<file path="src/lcfb_pkg.sv">
// Package for the lamp command frame builder: types, codes and the microcode table.
package lcfb_pkg;

    // Widths of the stream payloads.
    localparam int unsigned ByteW     = 8;
    localparam int unsigned ModeW     = 3;
    localparam int unsigned InDataW   = 48;
    localparam int unsigned PcW       = 6;

    // Checksum starts from this bias.
    localparam logic [ByteW-1:0] CsumBias = 8'd85;

    // Command codes carried in the input tuser.
    localparam logic [ModeW-1:0] MODE_ON     = 3'd0;
    localparam logic [ModeW-1:0] MODE_OFF    = 3'd1;
    localparam logic [ModeW-1:0] MODE_BRIGHT = 3'd2;
    localparam logic [ModeW-1:0] MODE_WHITE  = 3'd3;
    localparam logic [ModeW-1:0] MODE_COLOUR = 3'd4;

    // Entry points of the program. The shared header runs first, then
    // dispatches to the tail of the command.
    localparam logic [PcW-1:0] PC_HEADER = 6'd0;
    localparam logic [PcW-1:0] PC_ON     = 6'd6;
    localparam logic [PcW-1:0] PC_OFF    = 6'd12;
    localparam logic [PcW-1:0] PC_BRIGHT = 6'd18;
    localparam logic [PcW-1:0] PC_WHITE  = 6'd24;
    localparam logic [PcW-1:0] PC_COLOUR = 6'd30;

    // Sequencer state.
    typedef enum logic {
        ST_IDLE,
        ST_RUN
    } t_seq_state;

    // Where a step takes its output byte from.
    typedef enum logic [2:0] {
        SRC_CONST,
        SRC_LEVEL,
        SRC_NONCE,
        SRC_RED,
        SRC_GREEN,
        SRC_BLUE,
        SRC_FLAG,
        SRC_SUM
    } t_src;

    // One control word of the program.
    typedef struct packed {
        t_src             src;
        logic [ByteW-1:0] konst;
        logic             sum_en;
        logic             last;
        logic             dispatch;
    } t_ctrl;

    // Build a control word.
    function automatic t_ctrl mk(input t_src src, input logic [ByteW-1:0] konst,
                                 input logic sum_en, input logic last,
                                 input logic dispatch);
        t_ctrl w;
        w.src      = src;
        w.konst    = konst;
        w.sum_en   = sum_en;
        w.last     = last;
        w.dispatch = dispatch;
        return w;
    endfunction

    // Microcode table.
    function automatic t_ctrl ucode(input logic [PcW-1:0] pc);
        t_ctrl w;
        w = mk(SRC_CONST, 8'h0D, 1'b0, 1'b1, 1'b0);
        unique case (pc)
            // Shared header, byte 0 is outside the checksum.
            6'd0:  w = mk(SRC_CONST, 8'hAA, 1'b0, 1'b0, 1'b0);
            6'd1:  w = mk(SRC_CONST, 8'h0A, 1'b1, 1'b0, 1'b0);
            6'd2:  w = mk(SRC_CONST, 8'hFC, 1'b1, 1'b0, 1'b0);
            6'd3:  w = mk(SRC_CONST, 8'h3A, 1'b1, 1'b0, 1'b0);
            6'd4:  w = mk(SRC_CONST, 8'h86, 1'b1, 1'b0, 1'b0);
            6'd5:  w = mk(SRC_CONST, 8'h01, 1'b1, 1'b0, 1'b1);
            // On.
            6'd6:  w = mk(SRC_CONST, 8'h0A, 1'b0, 1'b0, 1'b0);
            6'd7:  w = mk(SRC_CONST, 8'h01, 1'b0, 1'b0, 1'b0);
            6'd8:  w = mk(SRC_CONST, 8'h01, 1'b0, 1'b0, 1'b0);
            6'd9:  w = mk(SRC_CONST, 8'h00, 1'b0, 1'b0, 1'b0);
            6'd10: w = mk(SRC_CONST, 8'h28, 1'b0, 1'b0, 1'b0);
            6'd11: w = mk(SRC_CONST, 8'h0D, 1'b0, 1'b1, 1'b0);
            // Off.
            6'd12: w = mk(SRC_CONST, 8'h0A, 1'b0, 1'b0, 1'b0);
            6'd13: w = mk(SRC_CONST, 8'h01, 1'b0, 1'b0, 1'b0);
            6'd14: w = mk(SRC_CONST, 8'h00, 1'b0, 1'b0, 1'b0);
            6'd15: w = mk(SRC_CONST, 8'h01, 1'b0, 1'b0, 1'b0);
            6'd16: w = mk(SRC_CONST, 8'h28, 1'b0, 1'b0, 1'b0);
            6'd17: w = mk(SRC_CONST, 8'h0D, 1'b0, 1'b1, 1'b0);
            // Brightness.
            6'd18: w = mk(SRC_CONST, 8'h0C, 1'b1, 1'b0, 1'b0);
            6'd19: w = mk(SRC_CONST, 8'h01, 1'b1, 1'b0, 1'b0);
            6'd20: w = mk(SRC_LEVEL, 8'h00, 1'b1, 1'b0, 1'b0);
            6'd21: w = mk(SRC_NONCE, 8'h00, 1'b1, 1'b0, 1'b0);
            6'd22: w = mk(SRC_SUM,   8'h00, 1'b0, 1'b0, 1'b0);
            6'd23: w = mk(SRC_CONST, 8'h0D, 1'b0, 1'b1, 1'b0);
            // White temperature.
            6'd24: w = mk(SRC_CONST, 8'h0E, 1'b1, 1'b0, 1'b0);
            6'd25: w = mk(SRC_CONST, 8'h01, 1'b1, 1'b0, 1'b0);
            6'd26: w = mk(SRC_LEVEL, 8'h00, 1'b1, 1'b0, 1'b0);
            6'd27: w = mk(SRC_NONCE, 8'h00, 1'b1, 1'b0, 1'b0);
            6'd28: w = mk(SRC_SUM,   8'h00, 1'b0, 1'b0, 1'b0);
            6'd29: w = mk(SRC_CONST, 8'h0D, 1'b0, 1'b1, 1'b0);
            // Colour.
            6'd30: w = mk(SRC_CONST, 8'h0D, 1'b1, 1'b0, 1'b0);
            6'd31: w = mk(SRC_CONST, 8'h06, 1'b1, 1'b0, 1'b0);
            6'd32: w = mk(SRC_FLAG,  8'h00, 1'b1, 1'b0, 1'b0);
            6'd33: w = mk(SRC_RED,   8'h00, 1'b1, 1'b0, 1'b0);
            6'd34: w = mk(SRC_GREEN, 8'h00, 1'b1, 1'b0, 1'b0);
            6'd35: w = mk(SRC_BLUE,  8'h00, 1'b1, 1'b0, 1'b0);
            6'd36: w = mk(SRC_CONST, 8'h20, 1'b1, 1'b0, 1'b0);
            6'd37: w = mk(SRC_CONST, 8'h30, 1'b1, 1'b0, 1'b0);
            6'd38: w = mk(SRC_NONCE, 8'h00, 1'b1, 1'b0, 1'b0);
            6'd39: w = mk(SRC_SUM,   8'h00, 1'b0, 1'b0, 1'b0);
            6'd40: w = mk(SRC_CONST, 8'h0D, 1'b0, 1'b1, 1'b0);
            // Unused addresses end the frame.
            default: w = mk(SRC_CONST, 8'h0D, 1'b0, 1'b1, 1'b0);
        endcase
        return w;
    endfunction

    // Dispatch target after the header, per command.
    function automatic logic [PcW-1:0] tail_entry(input logic [ModeW-1:0] mode);
        logic [PcW-1:0] pc;
        pc = PC_COLOUR;
        unique case (mode)
            MODE_ON:     pc = PC_ON;
            MODE_OFF:    pc = PC_OFF;
            MODE_BRIGHT: pc = PC_BRIGHT;
            MODE_WHITE:  pc = PC_WHITE;
            default:     pc = PC_COLOUR;
        endcase
        return pc;
    endfunction

endpackage

</file>
<file path="src/lamp_command_frame_builder.sv">
// Top level of the lamp command frame builder: a microcoded byte sequencer.
//
//  Channel   Direction  Payload                                          Handshake
//  s_axis    in         tuser: mode; tdata: level, red, green, blue,     tvalid/tready
//                       special, nonce
//  m_axis    out        tdata: frame_byte; tlast: last                   tvalid/tready
//
// The first byte reaches the output register after the sequencer enters its run state, and one
// byte follows per cycle while m_axis does not stall. No new command is taken until the last
// byte of the frame is issued; the program counter steps once per byte, so frame length sets
// the rate. Undefined commands are taken and dropped without a frame.
// Reset is synchronous and clears the sequencer state and the output valid flag.
// A stall on m_axis holds the output register and freezes the program counter.
module lamp_command_frame_builder (
    input  logic        i_clk,
    input  logic        i_rst_n,
    input  logic        s_axis_tvalid,
    output logic        s_axis_tready,
    input  logic [lcfb_pkg::InDataW-1:0] s_axis_tdata,  // level[7:0], red[15:8],
                                        // green[23:16], blue[31:24], special[32],
                                        // nonce[40:33]
    input  logic [2:0]  s_axis_tuser,   // mode[2:0]
    output logic        m_axis_tvalid,
    input  logic        m_axis_tready,
    output logic [7:0]  m_axis_tdata,   // frame_byte[7:0]
    output logic        m_axis_tlast
);

    lcfb_pkg::t_seq_state r_state, n_state;
    logic [lcfb_pkg::PcW-1:0]   r_pc, n_pc;
    logic [lcfb_pkg::ByteW-1:0] r_sum, n_sum;
    logic [lcfb_pkg::ModeW-1:0] r_mode, n_mode;
    logic [lcfb_pkg::ByteW-1:0] r_level, n_level;
    logic [lcfb_pkg::ByteW-1:0] r_red, n_red;
    logic [lcfb_pkg::ByteW-1:0] r_green, n_green;
    logic [lcfb_pkg::ByteW-1:0] r_blue, n_blue;
    logic                       r_special, n_special;
    logic [lcfb_pkg::ByteW-1:0] r_nonce, n_nonce;
    logic                       r_out_valid, n_out_valid;
    logic [lcfb_pkg::ByteW-1:0] r_out_byte, n_out_byte;
    logic                       r_out_last, n_out_last;

    lcfb_pkg::t_ctrl            ctrl;
    logic [lcfb_pkg::ByteW-1:0] step_byte;
    logic                       in_xfer;
    logic                       step_go;

    // Control word of the current step.
    assign ctrl = lcfb_pkg::ucode(r_pc);

    // Datapath byte select.
    always_comb begin
        unique case (ctrl.src)
            lcfb_pkg::SRC_CONST: step_byte = ctrl.konst;
            lcfb_pkg::SRC_LEVEL: step_byte = r_level;
            lcfb_pkg::SRC_NONCE: step_byte = r_nonce;
            lcfb_pkg::SRC_RED:   step_byte = r_red;
            lcfb_pkg::SRC_GREEN: step_byte = r_green;
            lcfb_pkg::SRC_BLUE:  step_byte = r_blue;
            lcfb_pkg::SRC_FLAG:  step_byte = r_special ? 8'h02 : 8'h01;
            lcfb_pkg::SRC_SUM:   step_byte = r_sum;
            default:             step_byte = ctrl.konst;
        endcase
    end

    assign s_axis_tready = (r_state == lcfb_pkg::ST_IDLE);
    assign in_xfer       = s_axis_tvalid && s_axis_tready;
    assign step_go       = (r_state == lcfb_pkg::ST_RUN) && (!r_out_valid || m_axis_tready);

    // Sequencer next state, command capture and output register.
    always_comb begin
        n_state     = r_state;
        n_pc        = r_pc;
        n_sum       = r_sum;
        n_mode      = r_mode;
        n_level     = r_level;
        n_red       = r_red;
        n_green     = r_green;
        n_blue      = r_blue;
        n_special   = r_special;
        n_nonce     = r_nonce;
        n_out_valid = r_out_valid;
        n_out_byte  = r_out_byte;
        n_out_last  = r_out_last;

        // The output register empties when its transfer completes.
        if (r_out_valid && m_axis_tready) begin
            n_out_valid = 1'b0;
        end

        unique case (r_state)
            lcfb_pkg::ST_IDLE: begin
                if (in_xfer) begin
                    n_mode    = s_axis_tuser;
                    n_level   = s_axis_tdata[7:0];
                    n_red     = s_axis_tdata[15:8];
                    n_green   = s_axis_tdata[23:16];
                    n_blue    = s_axis_tdata[31:24];
                    n_special = s_axis_tdata[32];
                    n_nonce   = s_axis_tdata[40:33];
                    n_pc      = lcfb_pkg::PC_HEADER;
                    n_sum     = lcfb_pkg::CsumBias;
                    // Undefined commands produce no frame.
                    if (s_axis_tuser <= lcfb_pkg::MODE_COLOUR) begin
                        n_state = lcfb_pkg::ST_RUN;
                    end
                end
            end
            lcfb_pkg::ST_RUN: begin
                if (step_go) begin
                    n_out_valid = 1'b1;
                    n_out_byte  = step_byte;
                    n_out_last  = ctrl.last;
                    if (ctrl.sum_en) begin
                        n_sum = r_sum + step_byte;
                    end
                    priority if (ctrl.last) begin
                        n_state = lcfb_pkg::ST_IDLE;
                    end else if (ctrl.dispatch) begin
                        n_pc = lcfb_pkg::tail_entry(r_mode);
                    end else begin
                        n_pc = r_pc + 1'b1;
                    end
                end
            end
            default: n_state = lcfb_pkg::ST_IDLE;
        endcase
    end

    // Control registers.
    always_ff @(posedge i_clk) begin
        if (!i_rst_n) begin
            r_state     <= lcfb_pkg::ST_IDLE;
            r_out_valid <= 1'b0;
        end else begin
            r_state     <= n_state;
            r_out_valid <= n_out_valid;
        end
    end

    // Payload registers.
    always_ff @(posedge i_clk) begin
        r_pc       <= n_pc;
        r_sum      <= n_sum;
        r_mode     <= n_mode;
        r_level    <= n_level;
        r_red      <= n_red;
        r_green    <= n_green;
        r_blue     <= n_blue;
        r_special  <= n_special;
        r_nonce    <= n_nonce;
        r_out_byte <= n_out_byte;
        r_out_last <= n_out_last;
    end

    assign m_axis_tvalid = r_out_valid;
    assign m_axis_tdata  = r_out_byte;
    assign m_axis_tlast  = r_out_last;

endmodule
</file>
<file path="config.mk">
export PLATFORM = sky130hd
export DESIGN_NAME = lamp_command_frame_builder
export DESIGN_NICKNAME = d
export VERILOG_FILES = /design/src/lcfb_pkg.sv /design/src/lamp_command_frame_builder.sv
export SDC_FILE = /design/constraint.sdc
export NUM_CORES = 1
export LEC_CHECK = 0
export BUFFER_PORTS_ARGS = -buffer_cell sky130_fd_sc_hd__buf_2
export CAP_MARGIN = 0
export CORE_ASPECT_RATIO = 0.8
export CORE_MARGIN = 8
export CORE_UTILIZATION = 51
export DETAILED_ROUTE_END_ITERATION = 8
export HOLD_SLACK_MARGIN = 0.03
export PLACE_DENSITY_LB_ADDON = 0.12
export REMOVE_ABC_BUFFERS = 1
export SETUP_SLACK_MARGIN = 0.2
export SYNTH_ARGS = -nofsm -noshare
export SYNTH_HDL_FRONTEND = slang
export SYNTH_SLANG_ARGS = --single-unit
</file>
<file path="constraint.sdc">
create_clock -name i_clk -period 3.5 [get_ports i_clk]
set_input_delay 0.175 -clock i_clk [delete_from_list [all_inputs] [get_ports i_clk]]
set_output_delay 0.175 -clock i_clk [all_outputs]
set_load 0.02 [all_outputs]
</file>
==> results.toml, run 1 <==
[status]
status = "finished clean"

[synth]
ys_types = 72
synth.top_cell.area_share_pct = 47.46
synth_ff_type = "edfxtp_1"
ys_ff_latch = 83
syn_avg_cell_area_sq_um = 11.68
syn_area_sq_um = 4239
ys_warn_count = 0
synth_edf_count = 67
synth-seq-area-share_pct = 55.02
yosysTopAreaCell = "edfxtp_1"
syn_inst = 363
synth_area_leaders = "edfxtp_1 (47%), dfxtp_1 (7.6%), ha_1 (5.0%), a21oi_1 (3.3%), nor2_1 (3.1%)"
synth-async-reset-ratio_pct = 0

[sta]
finalSetupViolations = 0
worstMarginPinSlew_ps = 888.1
worst_clock_skew_ps = 11.07
final.period_utilization_pct = 86.27
timing.final.ws_setup_ps = 480.4
finalHoldViolCount = 0
fmax_mhz = 331.2
post-route-min-period_ps = 3020
timing.setup.tns_ps = 0
relSlewSlack_pct = 39.10
rsz0062_at_grt = "false"
drv_slew = 0

[floorplanning]
fp.dieH_um = 97.55
start_util_pct = 53.10
core-area_sq_um = 7983
num_rows = 29
die_w_um = 117.9
io_pins = 66
die_area_sq_um = 11500

[route]
drtIter0Drc = 337
drc_errors = 0
ant_nets = 0
via_count = 3230
routed_wl_um = 9746
wl_per_cell_um = 16.69
avgViaCountPerCell = 5.531
drt-pass1-iter-count = 5

[worst_setup_path]
crit_type = "reg2reg"
critPathArrivalTime_ps = 3120
cp-start-kind = "register"
cp_max_fo = 16
cp-end-kind = "register"
critical_path.startpoint = "ctrl[13]"
reg2reg_from = "ctrl[13]"
required_ps = 3600

[pwr]
combPwrFrac_pct = 34.0
intPower_mw = 2.022
power.switching_mw = 0.9872
power_density_nw_per_um2 = 567.5
leakage_nw = 2.037
p_total_mw = 3.009
p_sw_share_pct = 32.80
seqPwrFrac_pct = 43.8
vdd_drop_max_uv = 391.4
pwr-share-clk_pct = 22.2

[clock_network]
cts_tree = "done"
cts_made_buffers = 9
clkSinkCount = 83
clock_latency_ps = 340
clk_path_buf_depth = 2
cts_root_buf = "clkbuf_8"
cts_max_level = 3
clk_pin_slew_ps = 90

[layout]
antenna_cells = 0
instances_no_fill = 584
stdcell_area_sq_um = 5303
area_delta_synth_final_pct = 25.09
drive_gt1_share_pct = 22.90
final_nets = 544
final_common_cell = "edfxtp_1"
layout_common_cells = "edfxtp_1 (67), buf_2 (58), dlygate4sd3_1 (44)"

[placed_design]
dpl.hpwl_um = 6890
place_inst = 524
io_buffers = 58
post_dp_cell_area_sq_um = 4666
place.gp.congestion = 0.9007
dp_slack_ps = 413.9

[hold_path]
hp-start = "i_rst_n"
hp-class = "in2reg"

[global_route]
grt_max_degree = 46
antenna_found_initial = 0
grt_overflow = 0
grt_pass1_vias = 3114
grt_usage_pct = 17.15
grt_pass1_wl_um = 15910

[run]
cap_violations = 0
## cells in the mapped netlist, types with 4 or more instances
library cell / number
a21oi_1: 28
a31oi_1: 5
buf_2: 6
clkbuf_1: 6
dfxtp_1: 16
edfxtp_1: 67
ha_1: 17
inv_1: 11
mux2i_1: 11
mux4_2: 4
nand2_1: 34
nand3_1: 7
nor2_1: 35
nor2b_1: 8
o21ai_0: 17
o32ai_1: 4
xnor2_1: 5
xor2_1: 4
## power by group through the flow
stage | logic (mW) | registers (mW) | clock network [mW]
final | 1.02 | 1.32 | 0.668
after global routing | 1.13 | 1.33 | 0.725
after CTS | 1.01 | 1.32 | 0.686
after detailed placement | 0.970 | 1.34 | 0
after global placement | 0.962 | 1.34 | 0
after floorplan | 0.692 | 1.35 | 0
## layer usage
| metal | share of wire, % | GRT usage [%] |
|---|---|---|
| met1 | 48 | 24.26 |
| met2 | 44 | 24.96 |
| met3 | 6.9 | 4.413 |
| met4 | 1.1 | 5.403 |
| met5 | 0 | 0 |
## metrics by stage
| stage | utilization [%] | hold slack [ps] |
|---|---|---|
| after floorplan | - | 273.9 |
| after detailed placement | 58.45 | 353.1 |
| final | 66.43 | 97.50 |
| after CTS | 66.38 | 75.66 |
| after global placement | 58.45 | 351.3 |
| after global routing | 66.43 | 77.47 |
## cell type report
type / count / area, sq um
inverter: 14 / 55.05
sequential: 83 / 2336
fill: 605 / 2680
multi-input combinational: 249 / 1763
tap: 108 / 135.1
clock buffer: 10 / 127.6
timing repair buffer: 114 / 820.8
clock inverter: 6 / 65.06
## timing repair
action | 4_1_cts | 5_1_grt
setup endpoints to repair | 0 | 2
hold buffers | 44 | 0
endpoints found under the hold margin | 44 | 0
setup buffers | 0 | 0
resized for setup | 0 | 3
## flip-flops by register name, indices dropped and copies added, names as in the netlist, 3 cells and up
name,cells
r_level,8
m_axis_tdata,8
r_blue,8
r_nonce,8
r_sum,8
r_mode,3
r_pc,6
r_red,8
ctrl,14
r_green,8
## critical path, stage by stage (launching register included)
cell      delay (ps)
dfxtp_2          400
buf_4            230
or3_1            390
nor2_1           110
a21oi_1           90
ha_1             250
fa_1             420
a21o_1           170
a21oi_1          210
o21bai_1         100
a21oi_1          190
xor2_1           150
nand2_1           60
## final timing paths
path                            endpoint  cells after the start  slack (ps)
worst min register to register  r_sum[6]                      1         570
worst max-delay path            r_sum[6]                     12         480
worst max register to register  r_sum[6]                     12         480
worst min-delay path             r_state                      3         100
## kinds of logic after synthesis
family	after synthesis	synth area share (%)
mux	19	5.962
flops	83	55.02
xor+xnor	9	1.859
compound gates	96	15.97
buf+inv	31	3.512
simple gates	107	12.19
fa+ha+maj	18	5.490
(Power assumes the default switching activity.)
==> run 2: changes to the inputs <==
--- a/config.mk
+++ b/config.mk
@@ -9,7 +9,7 @@
 export CAP_MARGIN = 0
 export CORE_ASPECT_RATIO = 0.8
 export CORE_MARGIN = 8
-export CORE_UTILIZATION = 51
+export CORE_UTILIZATION = 55
 export DETAILED_ROUTE_END_ITERATION = 8
 export HOLD_SLACK_MARGIN = 0.03
 export PLACE_DENSITY_LB_ADDON = 0.12
==> constraint.sdc (replaced) <==
create_clock -name i_clk -period 3.1 [get_ports i_clk]
set_input_delay 0.155 -clock i_clk [delete_from_list [all_inputs] [get_ports i_clk]]
set_output_delay 0.155 -clock i_clk [all_outputs]
set_load 0.02 [all_outputs]
==> run 2 against run 1 <==
Clock-buffer cell count is 1 lower. Maximum frequency is 6.0% higher. Critical endpoint unchanged. Global-route usage increased by 4.1 points. Final cell count is 2.1% higher. Largest cell class unchanged. Largest power group unchanged. First-iteration DRC count up 2.1%.
==> results.toml, run 2 (same netlist as run 1, synthesis figures left out) <==
[sta]
final.period_utilization_pct = 91.90
fmax_mhz = 351.0
finalHoldViolCount = 0
worst_clock_skew_ps = 7.922
rsz0062_at_grt = "true"
drv_slew = 0
post-route-min-period_ps = 2849
relSlewSlack_pct = 45.54
finalSetupViolations = 0
worstMarginPinSlew_ps = 811.4
hold_ws_ps = 107.6

[pwr]
combPwrFrac_pct = 34.9
pwr-share-clk_pct = 24.5
power_density_nw_per_um2 = 664.3
vdd_drop_max_uv = 388.6
p_sw_share_pct = 33.09
intPower_mw = 2.433
seqPwrFrac_pct = 40.6
power.switching_mw = 1.203
leakage_nw = 2.144
p_total_mw = 3.636

[clock_network]
post_cts_buffers = 0
clk_pin_slew_ps = 90
clkSinkCount = 83
clock_latency_ps = 360
cts_tree = "done"
cts_made_buffers = 9
cts_root_buf = "clkbuf_8"
clk_path_buf_depth = 2
cts_max_level = 3

[global_route]
antenna_found_initial = 0
use_met2_pct = 33.07
grt_usage_pct = 21.21
grtUsageMet1_pct = 28.17
grt_overflow = 0
grt_max_degree = 46
grt_pass1_vias = 3256
grt_use_met3_pct = 6.569
grt_pass1_wl_um = 17420
busiest_layer = "met2"

[layout]
final_common_cell = "edfxtp_1"
instances_no_fill = 596
layout_common_cells = "edfxtp_1 (67), buf_2 (58), dlygate4sd3_1 (45)"
drive_gt1_share_pct = 25.92
largest_reg_flops = 14
final_core_util_pct = 73.70
final_nets = 558
area_delta_synth_final_pct = 29.13

[hold_path]
hp-class = "in2reg"

[worst_setup_path]
critPathArrivalTime_ps = 2970
required_ps = 3230
crit_type = "reg2reg"
cp-start-kind = "register"
cp-end-kind = "register"
cp_max_fo = 20

[floorplanning]
num_rows = 28
core-area_sq_um = 7427
fp.dieH_um = 94.53
io_pins = 66
die_w_um = 114.2
die_area_sq_um = 10790
start_util_pct = 57.08

[route]
routed_wl_um = 10760
avgViaCountPerCell = 5.631
drt-pass1-iter-count = 5
wl_per_cell_um = 18.06
via_count = 3356
drc_errors = 0
drtIter0Drc = 344
ant_nets = 0

[placed_design]
io_buffers = 58
dpl.hpwl_um = 7183
place_inst = 534
place.gp.congestion = 0.9097

[status]
status = "finished clean"

[run]
cap_violations = 0
-- run 2: cell count changes in the layout (fill, tap and decap cells not counted), sizes merged --
cell / change
bufinv: +1
inv: +4
diode: +1
clkbuf: -1
clkinv: -1
clkinvlp: -3
buf: +13
dlygate4sd3: +1
-- run 2: worst paths after layout --
check                start           end  slack (ps)  cells past startpoint
max               ctrl[12]      r_sum[6]         250                     12
min reg2reg        ctrl[1]  m_axis_tlast         590                      0
max reg2reg       ctrl[12]      r_sum[6]         250                     12
min          s_axis_tvalid       r_state         110                      3
-- run 2: repair_timing --
action                                 in CTS  in global routing
gates resized for setup                     3                  4
hold buffers                               45                  0
setup endpoints to repair                   2                  3
endpoints found under the hold margin      45                  0
pin swaps                                   0                  1
-- run 2: metrics by stage --
stage,TNS [ps],worst slack [ps],cell area [sq um]
floorplan,-1766,-502.0,4145
global placement,0,143.6,4772
detailed placement,0,98.68,4772
CTS,0,219.6,5460
global route,0,157.7,5472
finish,0,251.2,5474
-- run 2: worst max-delay path, stage by stage, from the launching register on --
cell	delay (ps)
dfxtp_2	380
buf_12	170
or3_1	410
nor2_1	150
a21oi_2	70
ha_1	220
fa_1	420
a21o_1	190
a21oi_2	170
o21bai_1	80
a21oi_1	150
xor2_1	150
nand2_1	60
-- run 2: final cells by class --
cell class / count / area [sq um]
timing repair buffer: 128 / 940.9
clock inverter: 7 / 103.9
tap: 105 / 131.4
clock buffer: 9 / 123.9
fill: 525 / 1953
inverter: 14 / 55.05
antenna: 1 / 2.502
sequential: 83 / 2335
multi-input combinational: 249 / 1782
-- run 2: power by group through the flow --
| stage | combinational (mW) | clock (mW) | sequential [mW] |
|---|---|---|---|
| final | 1.27 | 0.891 | 1.48 |
| after global routing | 1.38 | 0.955 | 1.49 |
| after detailed placement | 1.16 | 0 | 1.50 |
| after CTS | 1.23 | 0.906 | 1.47 |
| after floorplan | 0.781 | 0 | 1.52 |
| after global placement | 1.14 | 0 | 1.49 |
-- run 2: layer usage --
metal / vias up / wire, um
met5: - / 0
met4: 0 / 90
met3: 8 / 889
met2: 139 / 5040
met1: 1610 / 4743
li1: 1599 / -
